==> config.mk <==
export PLATFORM = sky130hd
export DESIGN_NAME = shortest_immediate_byte_encoder
export DESIGN_NICKNAME = d
export VERILOG_FILES = /design/src/hw/rtl/sibe_pkg.sv /design/src/hw/rtl/sibe_front.sv /design/src/hw/rtl/sibe_queue.sv /design/src/hw/rtl/sibe_back.sv /design/src/hw/rtl/shortest_immediate_byte_encoder.sv
export SDC_FILE = /design/constraint.sdc
export NUM_CORES = 1
export LEC_CHECK = 0
export ABC_CLOCK_PERIOD_IN_PS = 3400
export BUFFER_PORTS_ARGS = -buffer_cell sky130_fd_sc_hd__buf_2
export CORE_MARGIN = 1.5
export CORE_UTILIZATION = 39
export DETAILED_ROUTE_END_ITERATION = 10
export PLACE_DENSITY_LB_ADDON = 0.15
export SETUP_SLACK_MARGIN = 0.05
export SKIP_CTS_REPAIR_TIMING = 1
export SLEW_MARGIN = 15
export SYNTH_ARGS = -nofsm -noshare
export SYNTH_HDL_FRONTEND = slang
export SYNTH_SLANG_ARGS = --single-unit
==> constraint.sdc <==
create_clock -name clk -period 3.4 [get_ports clk]
set_clock_uncertainty 0.05 [all_clocks]
set_input_delay 0.68 -clock clk [delete_from_list [all_inputs] [get_ports clk]]
set_output_delay 0.68 -clock clk [all_outputs]
set_load 0.02 [all_outputs]
==> src/hw/rtl/sibe_pkg.sv <==
// shared types, constants and encoding functions for the immediate byte encoder
package sibe_pkg;

    localparam int MAX_GROUPS = 5;
    localparam int GROUP_W    = 7;
    localparam int VALUE_W    = 32;
    localparam int LEN_W      = 3;

    localparam logic [7:0] IMM_MARK = 8'h80;

    // apb register indexes
    localparam logic REG_FLIP_OPCODE = 1'b0;

    typedef logic [VALUE_W-1:0] value_t;
    typedef logic [LEN_W-1:0]   len_t;

    // one encoded constant: bytes[0] goes out first
    typedef struct packed {
        logic [MAX_GROUPS-1:0][7:0] bytes;
        len_t                       len;
    } entry_t;

    function automatic value_t reverse_bits(input value_t v);
        value_t r;
        r = '0;
        for (int i = 0; i < VALUE_W; i++)
        begin
            r[VALUE_W-1-i] = v[i];
        end
        return r;
    endfunction

    // shortest run of 7-bit groups, most significant group first
    function automatic entry_t encode(input value_t v);
        logic [MAX_GROUPS*GROUP_W-1:0]          sx;
        logic [MAX_GROUPS-1:0][GROUP_W-1:0]     grp;
        logic [MAX_GROUPS-1:0]                  need;
        len_t                                   n;
        len_t                                   gi;
        entry_t                                 e;
        sx = {{(MAX_GROUPS*GROUP_W-VALUE_W){v[VALUE_W-1]}}, v};
        for (int g = 0; g < MAX_GROUPS; g++)
        begin
            grp[g] = sx[g*GROUP_W +: GROUP_W];
        end
        need[0] = 1'b1;
        for (int g = 1; g < MAX_GROUPS; g++)
        begin
            need[g] = grp[g] != {GROUP_W{sx[g*GROUP_W-1]}};
        end
        n = len_t'(1);
        for (int g = 1; g < MAX_GROUPS; g++)
        begin
            if (need[g])
            begin
                n = len_t'(g + 1);
            end
        end
        e.bytes = '0;
        e.len   = n;
        for (int k = 0; k < MAX_GROUPS; k++)
        begin
            gi = n - len_t'(k) - len_t'(1);
            if (len_t'(k) < n)
            begin
                e.bytes[k] = IMM_MARK | {1'b0, grp[gi]};
            end
        end
        return e;
    endfunction

endpackage

==> src/hw/rtl/sibe_front.sv <==
// front end: encodes the plain and bit-reversed forms and keeps the shorter one
module sibe_front
    import sibe_pkg::*;
(
    input  value_t       value,
    input  logic [7:0]   flip_opcode,
    output entry_t       entry
);

    entry_t plain_enc;
    entry_t flip_enc;
    len_t   flip_len;

    always_comb
    begin
        plain_enc = encode(value);
        flip_enc  = encode(reverse_bits(value));
        flip_len  = flip_enc.len + len_t'(1);
        entry     = plain_enc;
        // ties go to the plain form
        if (flip_len < plain_enc.len)
        begin
            entry                          = flip_enc;
            entry.bytes[flip_enc.len[2:0]] = flip_opcode;
            entry.len                      = flip_len;
        end
    end

endmodule

==> src/hw/rtl/sibe_queue.sv <==
// short queue of encoded constants between front and back end
module sibe_queue
    import sibe_pkg::*;
#(
    parameter int DEPTH = 2
)
(
    input  logic   clk,
    input  logic   rst_n,
    input  logic   push,
    input  entry_t push_entry,
    input  logic   pop,
    output entry_t head,
    output logic   not_empty,
    output logic   full
);

    localparam int PTR_W = (DEPTH > 1) ? $clog2(DEPTH) : 1;
    localparam int CNT_W = $clog2(DEPTH + 1);

    entry_t             mem [DEPTH];
    logic [PTR_W-1:0]   wr_ptr_reg, wr_ptr_next;
    logic [PTR_W-1:0]   rd_ptr_reg, rd_ptr_next;
    logic [CNT_W-1:0]   count_reg, count_next;

    function automatic logic [PTR_W-1:0] bump(input logic [PTR_W-1:0] p);
        return (p == PTR_W'(DEPTH - 1)) ? '0 : p + PTR_W'(1);
    endfunction

    always_comb
    begin
        wr_ptr_next = push ? bump(wr_ptr_reg) : wr_ptr_reg;
        rd_ptr_next = pop ? bump(rd_ptr_reg) : rd_ptr_reg;
        count_next  = count_reg;
        if (push && !pop)
        begin
            count_next = count_reg + CNT_W'(1);
        end
        else if (pop && !push)
        begin
            count_next = count_reg - CNT_W'(1);
        end
    end

    always_ff @(posedge clk or negedge rst_n)
    begin
        if (!rst_n)
        begin
            wr_ptr_reg <= '0;
            rd_ptr_reg <= '0;
            count_reg  <= '0;
        end
        else
        begin
            wr_ptr_reg <= wr_ptr_next;
            rd_ptr_reg <= rd_ptr_next;
            count_reg  <= count_next;
        end
    end

    always_ff @(posedge clk)
    begin
        if (push)
        begin
            mem[wr_ptr_reg] <= push_entry;
        end
    end

    assign head      = mem[rd_ptr_reg];
    assign not_empty = count_reg != '0;
    assign full      = count_reg == CNT_W'(DEPTH);

endmodule

==> src/hw/rtl/sibe_back.sv <==
// back end: sends the bytes of the head entry one beat at a time
module sibe_back
    import sibe_pkg::*;
(
    input  logic        clk,
    input  logic        rst_n,
    input  entry_t      head,
    input  logic        head_valid,
    input  logic        out_ready,
    output logic        out_valid,
    output logic [7:0]  code_byte,
    output logic        last,
    output logic        pop
);

    len_t idx_reg, idx_next;
    logic beat;

    assign out_valid = head_valid;
    assign code_byte = head.bytes[idx_reg];
    assign last      = idx_reg == head.len - len_t'(1);
    assign beat      = out_valid && out_ready;
    assign pop       = beat && last;

    always_comb
    begin
        idx_next = idx_reg;
        if (pop)
        begin
            idx_next = '0;
        end
        else if (beat)
        begin
            idx_next = idx_reg + len_t'(1);
        end
    end

    always_ff @(posedge clk or negedge rst_n)
    begin
        if (!rst_n)
        begin
            idx_reg <= '0;
        end
        else
        begin
            idx_reg <= idx_next;
        end
    end

endmodule

==> src/hw/rtl/shortest_immediate_byte_encoder.sv <==
// top level of the shortest immediate byte encoder
// Each accepted 32-bit constant becomes a run of one to five bytes on the output,
// one byte per beat with last on the final one, so an item holds the output for
// as many beats as it has bytes; the output port at one byte per cycle while
// out_ready is high sets the sustained rate. Constants are encoded in the cycle
// they are accepted and wait in a QUEUE_DEPTH-entry queue, so a new constant is
// taken every cycle while the queue has room, even while earlier bytes are still
// being sent. The flip opcode register answers at apb addresses 0 to 3.
module shortest_immediate_byte_encoder
    import sibe_pkg::*;
#(
    parameter int QUEUE_DEPTH = 2
)
(
    input  logic        clk,
    input  logic        rst_n,
    input  logic        psel,
    input  logic        penable,
    input  logic        pwrite,
    input  logic [2:0]  paddr,
    input  logic [31:0] pwdata,
    output logic [31:0] prdata,
    output logic        pready,
    input  logic        in_valid,
    output logic        in_ready,
    input  logic [31:0] value,
    output logic        out_valid,
    input  logic        out_ready,
    output logic [7:0]  code_byte,
    output logic        last
);

    logic [7:0] flip_opcode_reg, flip_opcode_next;
    entry_t     new_entry;
    entry_t     head;
    logic       head_valid;
    logic       full;
    logic       push;
    logic       pop;

    assign pready = 1'b1;

    always_comb
    begin
        flip_opcode_next = flip_opcode_reg;
        if (psel && penable && pwrite && pready && (paddr[2] == REG_FLIP_OPCODE))
        begin
            flip_opcode_next = pwdata[7:0];
        end
    end

    always_ff @(posedge clk or negedge rst_n)
    begin
        if (!rst_n)
        begin
            flip_opcode_reg <= '0;
        end
        else
        begin
            flip_opcode_reg <= flip_opcode_next;
        end
    end

    assign prdata = (paddr[2] == REG_FLIP_OPCODE) ? {24'd0, flip_opcode_reg} : 32'd0;

    assign in_ready = !full;
    assign push     = in_valid && in_ready;

    sibe_front u_front (
        .value       (value),
        .flip_opcode (flip_opcode_reg),
        .entry       (new_entry)
    );

    sibe_queue #(
        .DEPTH (QUEUE_DEPTH)
    ) u_queue (
        .clk        (clk),
        .rst_n      (rst_n),
        .push       (push),
        .push_entry (new_entry),
        .pop        (pop),
        .head       (head),
        .not_empty  (head_valid),
        .full       (full)
    );

    sibe_back u_back (
        .clk        (clk),
        .rst_n      (rst_n),
        .head       (head),
        .head_valid (head_valid),
        .out_ready  (out_ready),
        .out_valid  (out_valid),
        .code_byte  (code_byte),
        .last       (last),
        .pop        (pop)
    );

endmodule

; ---- Word-level counts from Yosys, hierarchy flattened
; Memories as Yosys holds them, arrays and structs flattened.
; Index checks and enable logic that the tools add are counted.
[op_classes]
addsub = 23
magnitude_cmp = 24
eq_ne = 10
n_mux = 53
n_bitwise = 1
n_reduce_logical = 15
[op_table]
columns = op, n
row1 = 7-bit binary-select mux with 3-bit select, 10
row2 = 8-bit two-way mux, 13
row3 = 7-bit two-way mux, 10
row4 = 7-bit != test, 8
row5 = 3-bit by 4-bit < comparator with 1-bit output (second input constant), 12
row6 = 43-bit two-way mux, 1
row7 = 40-bit bitwise mux, 1
row8 = 3-bit by 1-bit subtractor with 3-bit output (second input constant), 11
row9 = 8-bit binary-select mux with 3-bit select, 1
row10 = 8-bit demux with 3-bit select, 1
row11 = 3-bit two-way mux, 8
row12 = 1-bit by 3-bit < comparator with 1-bit output (first input constant), 4
row13 = 2-bit by 3-bit < comparator with 1-bit output (first input constant), 4
row14 = 3-bit by 2-bit subtractor with 3-bit output (second input constant), 4
row15 = 1-bit logical AND, 9
row16 = 2-bit two-way mux, 4
row17 = 3-bit by 1-bit adder with 3-bit output (second input constant), 2
row18 = 3-bit < comparator (first input constant), 2
row19 = 2-bit nonzero test, 3
row20 = 3-bit subtractor (second input constant), 2
row21 = 1-bit two-way mux, 4
row22 = 3-bit == test, 1
row23 = 3-bit by 1-bit greater-or-equal comparator with 1-bit output (second input constant), 1
row24 = 1-bit logical NOT, 3
row25 = other kinds (6), 7
[totals]
register_bits = 15
mem_bits_rw = 86
input_bits = 74
out_inout_bits = 44
memories = 1
[mem_list]
columns = name, depth, width, read_ports, rd_clocked_by_memory_dff, wr, line
row1 = u_queue.mem, 2, 43, 1, 0, 1, sibe_queue.sv:21  ; entry_t mem [DEPTH];

; ---- Longest topological paths before layout
; Gate-level depths: netlist of run 1.
[logic_depth]
depth_word = 12
ltp_mapped = 18

; ---- By module
; A second synthesis of run 1 with hierarchy kept.
[unflattened]
hier_cells = 790
hier_area_um2 = 8225.4
[by_module_without_submodules]
columns = mod, n_inst, cells_each, area_each_um2, seq_area_each_um2
row1 = sibe_front, 1, 520, 3550.9, 0.0
row2 = sibe_queue, 1, 150, 3493.4, 2682.6
row3 = sibe_back, 1, 66, 591.8, 75.1
row4 = shortest_immediate_byte_encoder, 1, 54, 589.3, 200.2

; ---- Worst setup path before layout of run 1
; OpenSTA, ideal clock, no wires.
[synth_path]
path_type = input to register
start = in value[4]
end = mem u_queue.mem[0][11] (netlist name) (data pin)
t_arrival_ns = 4.445
required_ns = 3.090
setup_slack_ns = -1.355
stages = 16
n_path_buf = 5
path_cell_list = clkbuf_1 -> or4_1 -> o22a_1 -> a211o_1 -> buf_2 -> or2_2 -> ha_1 -> clkinv_1 -> buf_1 -> ha_1 -> nand3_1 -> o221ai_4 -> buf_4 -> buf_2 -> a21oi_1 -> a22o_1
[synth_lines]
columns = element, line
row1 = from (decl), shortest_immediate_byte_encoder.sv:26  ; input logic [31:0] value,
row2 = to (decl), sibe_queue.sv:21

==> flow_metrics.tcl, run 1 <==
set metrics [dict create \
    cts-buffers-inserted 9 \
    antenna_cells 0 \
    core_region_area_mm2 0.0187 \
    synth_common_cells "edfxtp_1, nand2_1, mux2i_1" \
    hold_viol 0 \
    grt_pass1_vias 6729 \
    async_reset_ff_frac 0.149 \
    largest_register_ffs 86 \
    ys_types 70 \
    hold_class "in2async" \
    ir_worst_vdd_v 0.000335 \
    grt_setup_unrepaired "yes" \
    dieArea_mm2 0.0199 \
    htree_levels 3 \
    yosys_register_bits 101 \
    crit_type "in2reg" \
    vias_per_cell 6.04 \
    finalWirelength_um 26900 \
    grt_max_degree 44 \
    worst_slack_ns -0.387 \
    outcome "finished with violations" \
    synth.most_common_cell "edfxtp_1" \
    vias 7006 \
    max_slew_margin 0.568 \
    drive_above_1_share 0.444 \
    fin_crit_ns 3.79 \
    violations "negative setup slack" \
    fill_cells 1638 \
    yosys.area.top_type "edfxtp_1" \
    netlist_area_mm2 0.00742 \
    crit_arrival_ns 3.81 \
    routedWlPerCell_um 23.2 \
    antenna_left 0 \
    fin_area_mm2 0.0103 \
    cts_tree "built" \
    die_h_um 141 \
    clk_latency_ns 0.35 \
    yosysTopAreaCellShare 0.348 \
    tightest_slew_ns 0.648 \
    startpoint_type "primary input" \
    clock-root-buffer "clkbuf_16" \
    syn_to_final_growth_pct 38.5 \
    syn_inst 722 \
    ys_seq_area_frac 0.399 \
    io_buffers 66 \
    ys_top_cells_by_area "edfxtp_1, mux2i_1, mux4_2, dfrtp_1, a21oi_1" \
    globalplace.congestion 0.991 \
    clk_path_buf_depth 2 \
    first_pass_iters 5 \
    cts_sinks 101 \
    setup_viol 84 \
    dpl_cell_area_mm2 0.00898 \
    grt_use_total 0.261 \
    fmax_ghz 0.264 \
    end_kind "register" \
    synth_edf_count 86 \
    hpwl_um 19800 \
    avgSynthCellArea_um2 10.3 \
    period_share 1.11 \
    path_max_fanout 5 \
    rows 50 \
    clk_pin_slew_ns 0.08 \
    initial_core_util 0.397 \
    gr-total-overflow 0 \
    final_max_slew_viol_count 0 \
    grt_pass1_wl_um 39000 \
    ioPinCount 118 \
    p_leak_nw 4.03 \
    power_density_mw_per_mm2 464 \
    drc 0 \
    drv_cap 0 \
    yosysWarnings 0 \
    antenna_found_initial 0 \
    final_nets 1006 \
    drt-initial-drc-count 651 \
    timing.hold.ws_ns 0.177 \
    required_ns 3.42 \
    die-width_um 141 \
    ys.flop_type "edfxtp_1" \
]
## area by class of cell
| class | count | area, um2 | area share |
|---|---|---|---|
| timing repair buffer | 249 | 1910 | 0.186 |
| multi-input combinational | 548 | 4770 | 0.465 |
| tap | 234 | 293 | 0.0285 |
| sequential | 101 | 2960 | 0.288 |
| clock inverter | 7 | 65.1 | 0.00634 |
| inverter | 11 | 48.8 | 0.00475 |
| clock buffer | 9 | 225 | 0.0219 |
## stage by stage
step / util / total power, mW / setup TNS, ns / worst slack (ns) / std cells
after floorplan: - / 3.12 / -68.58 / -0.893 / 745
after global placement: 0.480 / 3.69 / -47.56 / -0.680 / 1111
after detailed placement: 0.480 / 3.72 / -59.06 / -0.854 / 1111
after CTS: 0.496 / 4.70 / -29.06 / -0.500 / 1127
after global routing: 0.549 / 5.01 / -32.99 / -0.507 / 1159
final: 0.549 / 4.76 / -25.14 / -0.387 / 1159
## metal layers
metal  up-vias  wire length (um)  global-route usage
li1       3123                 -                   -
met1      3430             11500               0.346
met2       367             12600               0.423
met3        86              1650              0.0323
met4         0              1160               0.129
met5         -                 0                   0
## report_power, final
part	leakage, nW	internal [mW]	switching [mW]
clock network	0.146	0.517	0.461
logic	2.92	0.831	1.06
registers	0.960	1.70	0.203
total	4.03	3.04	1.72
## final timing paths
path                                             startpoint                               end  cells past startpoint  slack [ns]
max                                               value[14]      u_queue.mem[0][11]$_DFFE_PP_                     14       -0.39
min                                                   rst_n    flip_opcode_reg[2]$_DFFE_PN0P_                      1        0.18
max reg2reg                  u_queue.rd_ptr_reg$_DFFE_PN0P_  u_queue.count_reg[1]$_DFFE_PN0P_                      9        0.97
min reg2reg                u_queue.count_reg[1]$_DFFE_PN0P_  u_queue.count_reg[1]$_DFFE_PN0P_                      1        0.44
max in group asynchronous                             rst_n    u_queue.rd_ptr_reg$_DFFE_PN0P_                      1        2.86
min in group clk           u_queue.count_reg[1]$_DFFE_PN0P_  u_queue.count_reg[1]$_DFFE_PN0P_                      1        0.44
## cell families (layout without fill, tap and decap cells)
group                      count (synthesis)  count (layout)  synth area share
muxes                                    104             104             0.177
adders and majority gates                 12              12            0.0202
xor gates and xnor gates                  13              13            0.0164
other                                      2              25           0.00101
AOI/OAI and AO/OA                        188             189             0.177
DFF                                      101             101             0.399
and+or+nand+nor                          205             205             0.139
buffers and inverters                     97             276            0.0708
## worst max-delay path, stage by stage
cell      delay, ns
buf_6          0.09
or4_4          0.55
nor4b_4        0.39
o211ai_2       0.14
a21o_4         0.25
ha_4           0.19
xnor2_4        0.15
inv_2          0.07
ha_4           0.24
a21oi_4        0.18
o221ai_4       0.17
buf_6          0.18
and2b_2        0.24
a22o_1         0.30
## layout by cell type, fill, tap and decap left out, types with 9 or more instances in the layout
cell,Yosys,routed
nand2_1,65,63
dfrtp_1,15,15
o21ai_0,22,11
a22o_1,10,9
o22ai_1,15,14
mux2_2,22,22
buf_2,10,64
nor2_1,41,36
nor3_1,14,11
mux2i_1,63,63
buf_4,28,155
edfxtp_1,86,86
mux4_2,17,17
nand3_1,30,20
a22oi_1,16,13
a21oi_2,3,13
buf_6,3,20
clkbuf_16,0,12
a21oi_1,50,34
conb_1,2,25
Power figures use the tool's default switching activity.
==> inputs of run 2 (changes only) <==
- CTS_BUF_LIST: default -> sky130_fd_sc_hd__clkbuf_2
- SYNTH_HIERARCHICAL: default -> 1
==> run 2 against run 1 <==
  * The flow still finishes with violations (negative setup slack)
  * Register-to-register slack worse by 0.16 ns
  * Routed wire length is 11% higher
  * Worst hold slack better by 0.061 ns
  * Non-clock buffer count is 24 lower
  * Global-route usage is 0.77 points higher
  * Area after synthesis is 11% higher
  * Sequential power is 2% higher
  * Count of clock-buffer cells in the layout stayed put
  * Sequential share of layout area is 0.16 points lower
  * Via count is 6.2% higher
  * Synthesized cell count is 9.4% higher
  * Cell count is 5.9% higher
  * Critical endpoint is now u_queue/mem[1][17]$_DFFE_PP_
  * Largest cell class unchanged
==> flow_metrics.tcl, run 2 <==
set metrics [dict create \
    grt_setup_unrepaired "yes" \
    use_met3 0.0359 \
    yosysWarnings 6 \
    io_buffers 66 \
    synth_common_cells "edfxtp_1, nand2_1, clkbuf_1" \
    drive_above_1_share 0.423 \
    die-width_um 148 \
    crit_type "in2reg" \
    grt_use_total 0.268 \
    yosysTopAreaCellShare 0.314 \
    yosys_register_bits 101 \
    initial_core_util 0.403 \
    syn_to_final_growth_pct 25.6 \
    drt-initial-drc-count 698 \
    top_usage_layer "met2" \
    largest_register_ffs 86 \
    grt_pass1_wl_um 44000 \
    fin_crit_ns 3.52 \
    core_region_area_mm2 0.0204 \
    outcome "finished with violations" \
    worst_slack_ns -0.119 \
    clk_pin_slew_ns 0.32 \
    ioPinCount 118 \
    globalplace.congestion 0.977 \
    first_pass_iters 5 \
    use_met2 0.431 \
    routedWlPerCell_um 24.3 \
    gr-usage-met1 0.367 \
    grt_pass1_vias 7237 \
    seqCellArea_mm2 0.00296 \
    hold_viol 0 \
    htree_levels 3 \
    dieArea_mm2 0.0220 \
    cts_tree "built" \
    clk_latency_ns 0.59 \
    period_share 1.04 \
    netlist_area_mm2 0.00823 \
    async_reset_ff_frac 0.149 \
    ir_worst_vdd_v 0.000228 \
    hpwl_um 22400 \
    mostFrequentLayoutCells "buf_4, edfxtp_1, buf_2, nand2_1, mux2_4" \
    crit_arrival_ns 3.87 \
    timing.hold.ws_ns 0.238 \
    required_ns 3.75 \
    clk_path_buf_depth 2 \
    fill_cells 1903 \
    final_max_slew_viol_count 0 \
    totalPowerFinal_mw 4.82 \
    ys_top_cells_by_area "edfxtp_1, mux2_4, dfrtp_1, mux2i_1, mux4_2" \
    startpoint_type "primary input" \
    antenna_left 0 \
    tightest_slew_ns 0.648 \
    power_density_mw_per_mm2 467 \
    drv_cap 0 \
    syn_inst 790 \
    drc 0 \
    avgSynthCellArea_um2 10.4 \
    cts_sinks 101 \
    hold_class "in2reg" \
    gr-total-overflow 0 \
    die_h_um 148 \
    antenna_found_initial 1 \
    max_slew_margin 0.568 \
    setup_viol 28 \
    fmax_ghz 0.284 \
    clock-root-buffer "clkbuf_2" \
    vias_per_cell 6.06 \
    path_max_fanout 8 \
    synth_edf_count 86 \
    end_kind "register" \
    p_leak_nw 4.12 \
    grt_max_degree 44 \
    ys_types 81 \
    ys.flop_type "edfxtp_1" \
    cts-buffers-inserted 9 \
    vias 7438 \
    layout_commonest_cell "buf_4" \
    synth.most_common_cell "edfxtp_1" \
    finalWirelength_um 29800 \
    yosys.area.top_type "edfxtp_1" \
    violations "negative setup slack" \
    rows 52 \
    multi_input_area_mm2 0.00522 \
    final_nets 1037 \
    ys_seq_area_frac 0.360 \
]
==> run 2: cell count changes in the layout (fill, tap and decap cells not counted), moves of 8 or more <==
cell and delta:
mux2_4 +39, mux2i_1 -26, o211ai_1 +18, buf_6 -16
a22oi_1 -11, clkbuf_16 -11, a21oi_2 -10, clkbuf_2 +9
a211oi_4 -8, nand3_1 -8, o21ai_1 +8
==> run 2: path summary, 6_finish.rpt <==
kind	start	endpoint	slack, ns	cells after the start
worst min register to register	u_queue/count_reg[1]$_DFFE_PN0P_	u_queue/count_reg[1]$_DFFE_PN0P_	0.45	1
worst max register to register	u_queue/rd_ptr_reg$_DFFE_PN0P_	u_queue/count_reg[1]$_DFFE_PN0P_	0.81	9
worst max-delay path	value[15]	u_queue/mem[1][17]$_DFFE_PP_	-0.12	14
min in group asynchronous	rst_n	flip_opcode_reg[7]$_DFFE_PN0P_	0.43	2
max in group asynchronous	rst_n	u_queue/rd_ptr_reg$_DFFE_PN0P_	2.53	2
worst min-delay path	pwdata[4]	flip_opcode_reg[4]$_DFFE_PN0P_	0.24	2
==> run 2: worst max-delay path, cell delays in order <==
cell     delay (ns)
buf_6          0.09
or4_4          0.53
or4_4          0.44
a22oi_2        0.18
or2_4          0.17
inv_2          0.04
ha_4           0.17
xor2_4         0.16
ha_4           0.28
o21ai_4        0.05
nor2b_4        0.14
a31o_4         0.26
or3_4          0.42
o22ai_4        0.24
==> run 2: through the flow <==
| stage | instance area [um2] | setup TNS, ns | util | cells | setup WS (ns) |
|---|---|---|---|---|---|
| finish | 10300 | -1.67 | 0.506 | 1227 | -0.119 |
| global route | 10300 | -0.700 | 0.506 | 1227 | -0.0846 |
| CTS | 9920 | -11.59 | 0.486 | 1220 | -0.470 |
| detailed placement | 9810 | -68.71 | 0.480 | 1204 | -1.14 |
| global placement | 9810 | -59.12 | 0.480 | 1204 | -0.974 |
| floorplan | 8550 | -77.05 | - | 813 | -1.03 |
==> run 2: cell type report <==
class	count	share of cell area
Timing Repair Buffer	225	0.158
Clock buffer	9	0.00436
Antenna cell	1	0.000242
Sequential cell	101	0.286
Tap cell	270	0.0327
Multi-Input combinational cell	599	0.505
Inverter	15	0.00618
Clock inverter	7	0.00690
==> run 2: power by group <==
group	internal (mW)	total, mW	switching [mW]	leakage [nW]
registers	1.70	1.94	0.234	0.957
logic	1.11	2.33	1.23	3.09
clock network	0.124	0.555	0.430	0.0744
==> run 2: kinds of logic after synthesis <==
family                   share of synthesized area
AND/OR/NAND/NOR                              0.129
flip-flops                                   0.360
other                                     0.000913
buffers and inverters                       0.0754
AO/OA/AOI/OAI                                0.214
multiplexers                                 0.187
adder cells (fa/ha/maj)                     0.0183
XOR/XNOR                                    0.0157
==> run 2: per-layer routing <==
layer | wire length [um] | vias up
li1 | - | 3367
met1 | 12400 | 3597
met2 | 14000 | 402
met3 | 2220 | 72
met4 | 1080 | 0
met5 | 0 | -
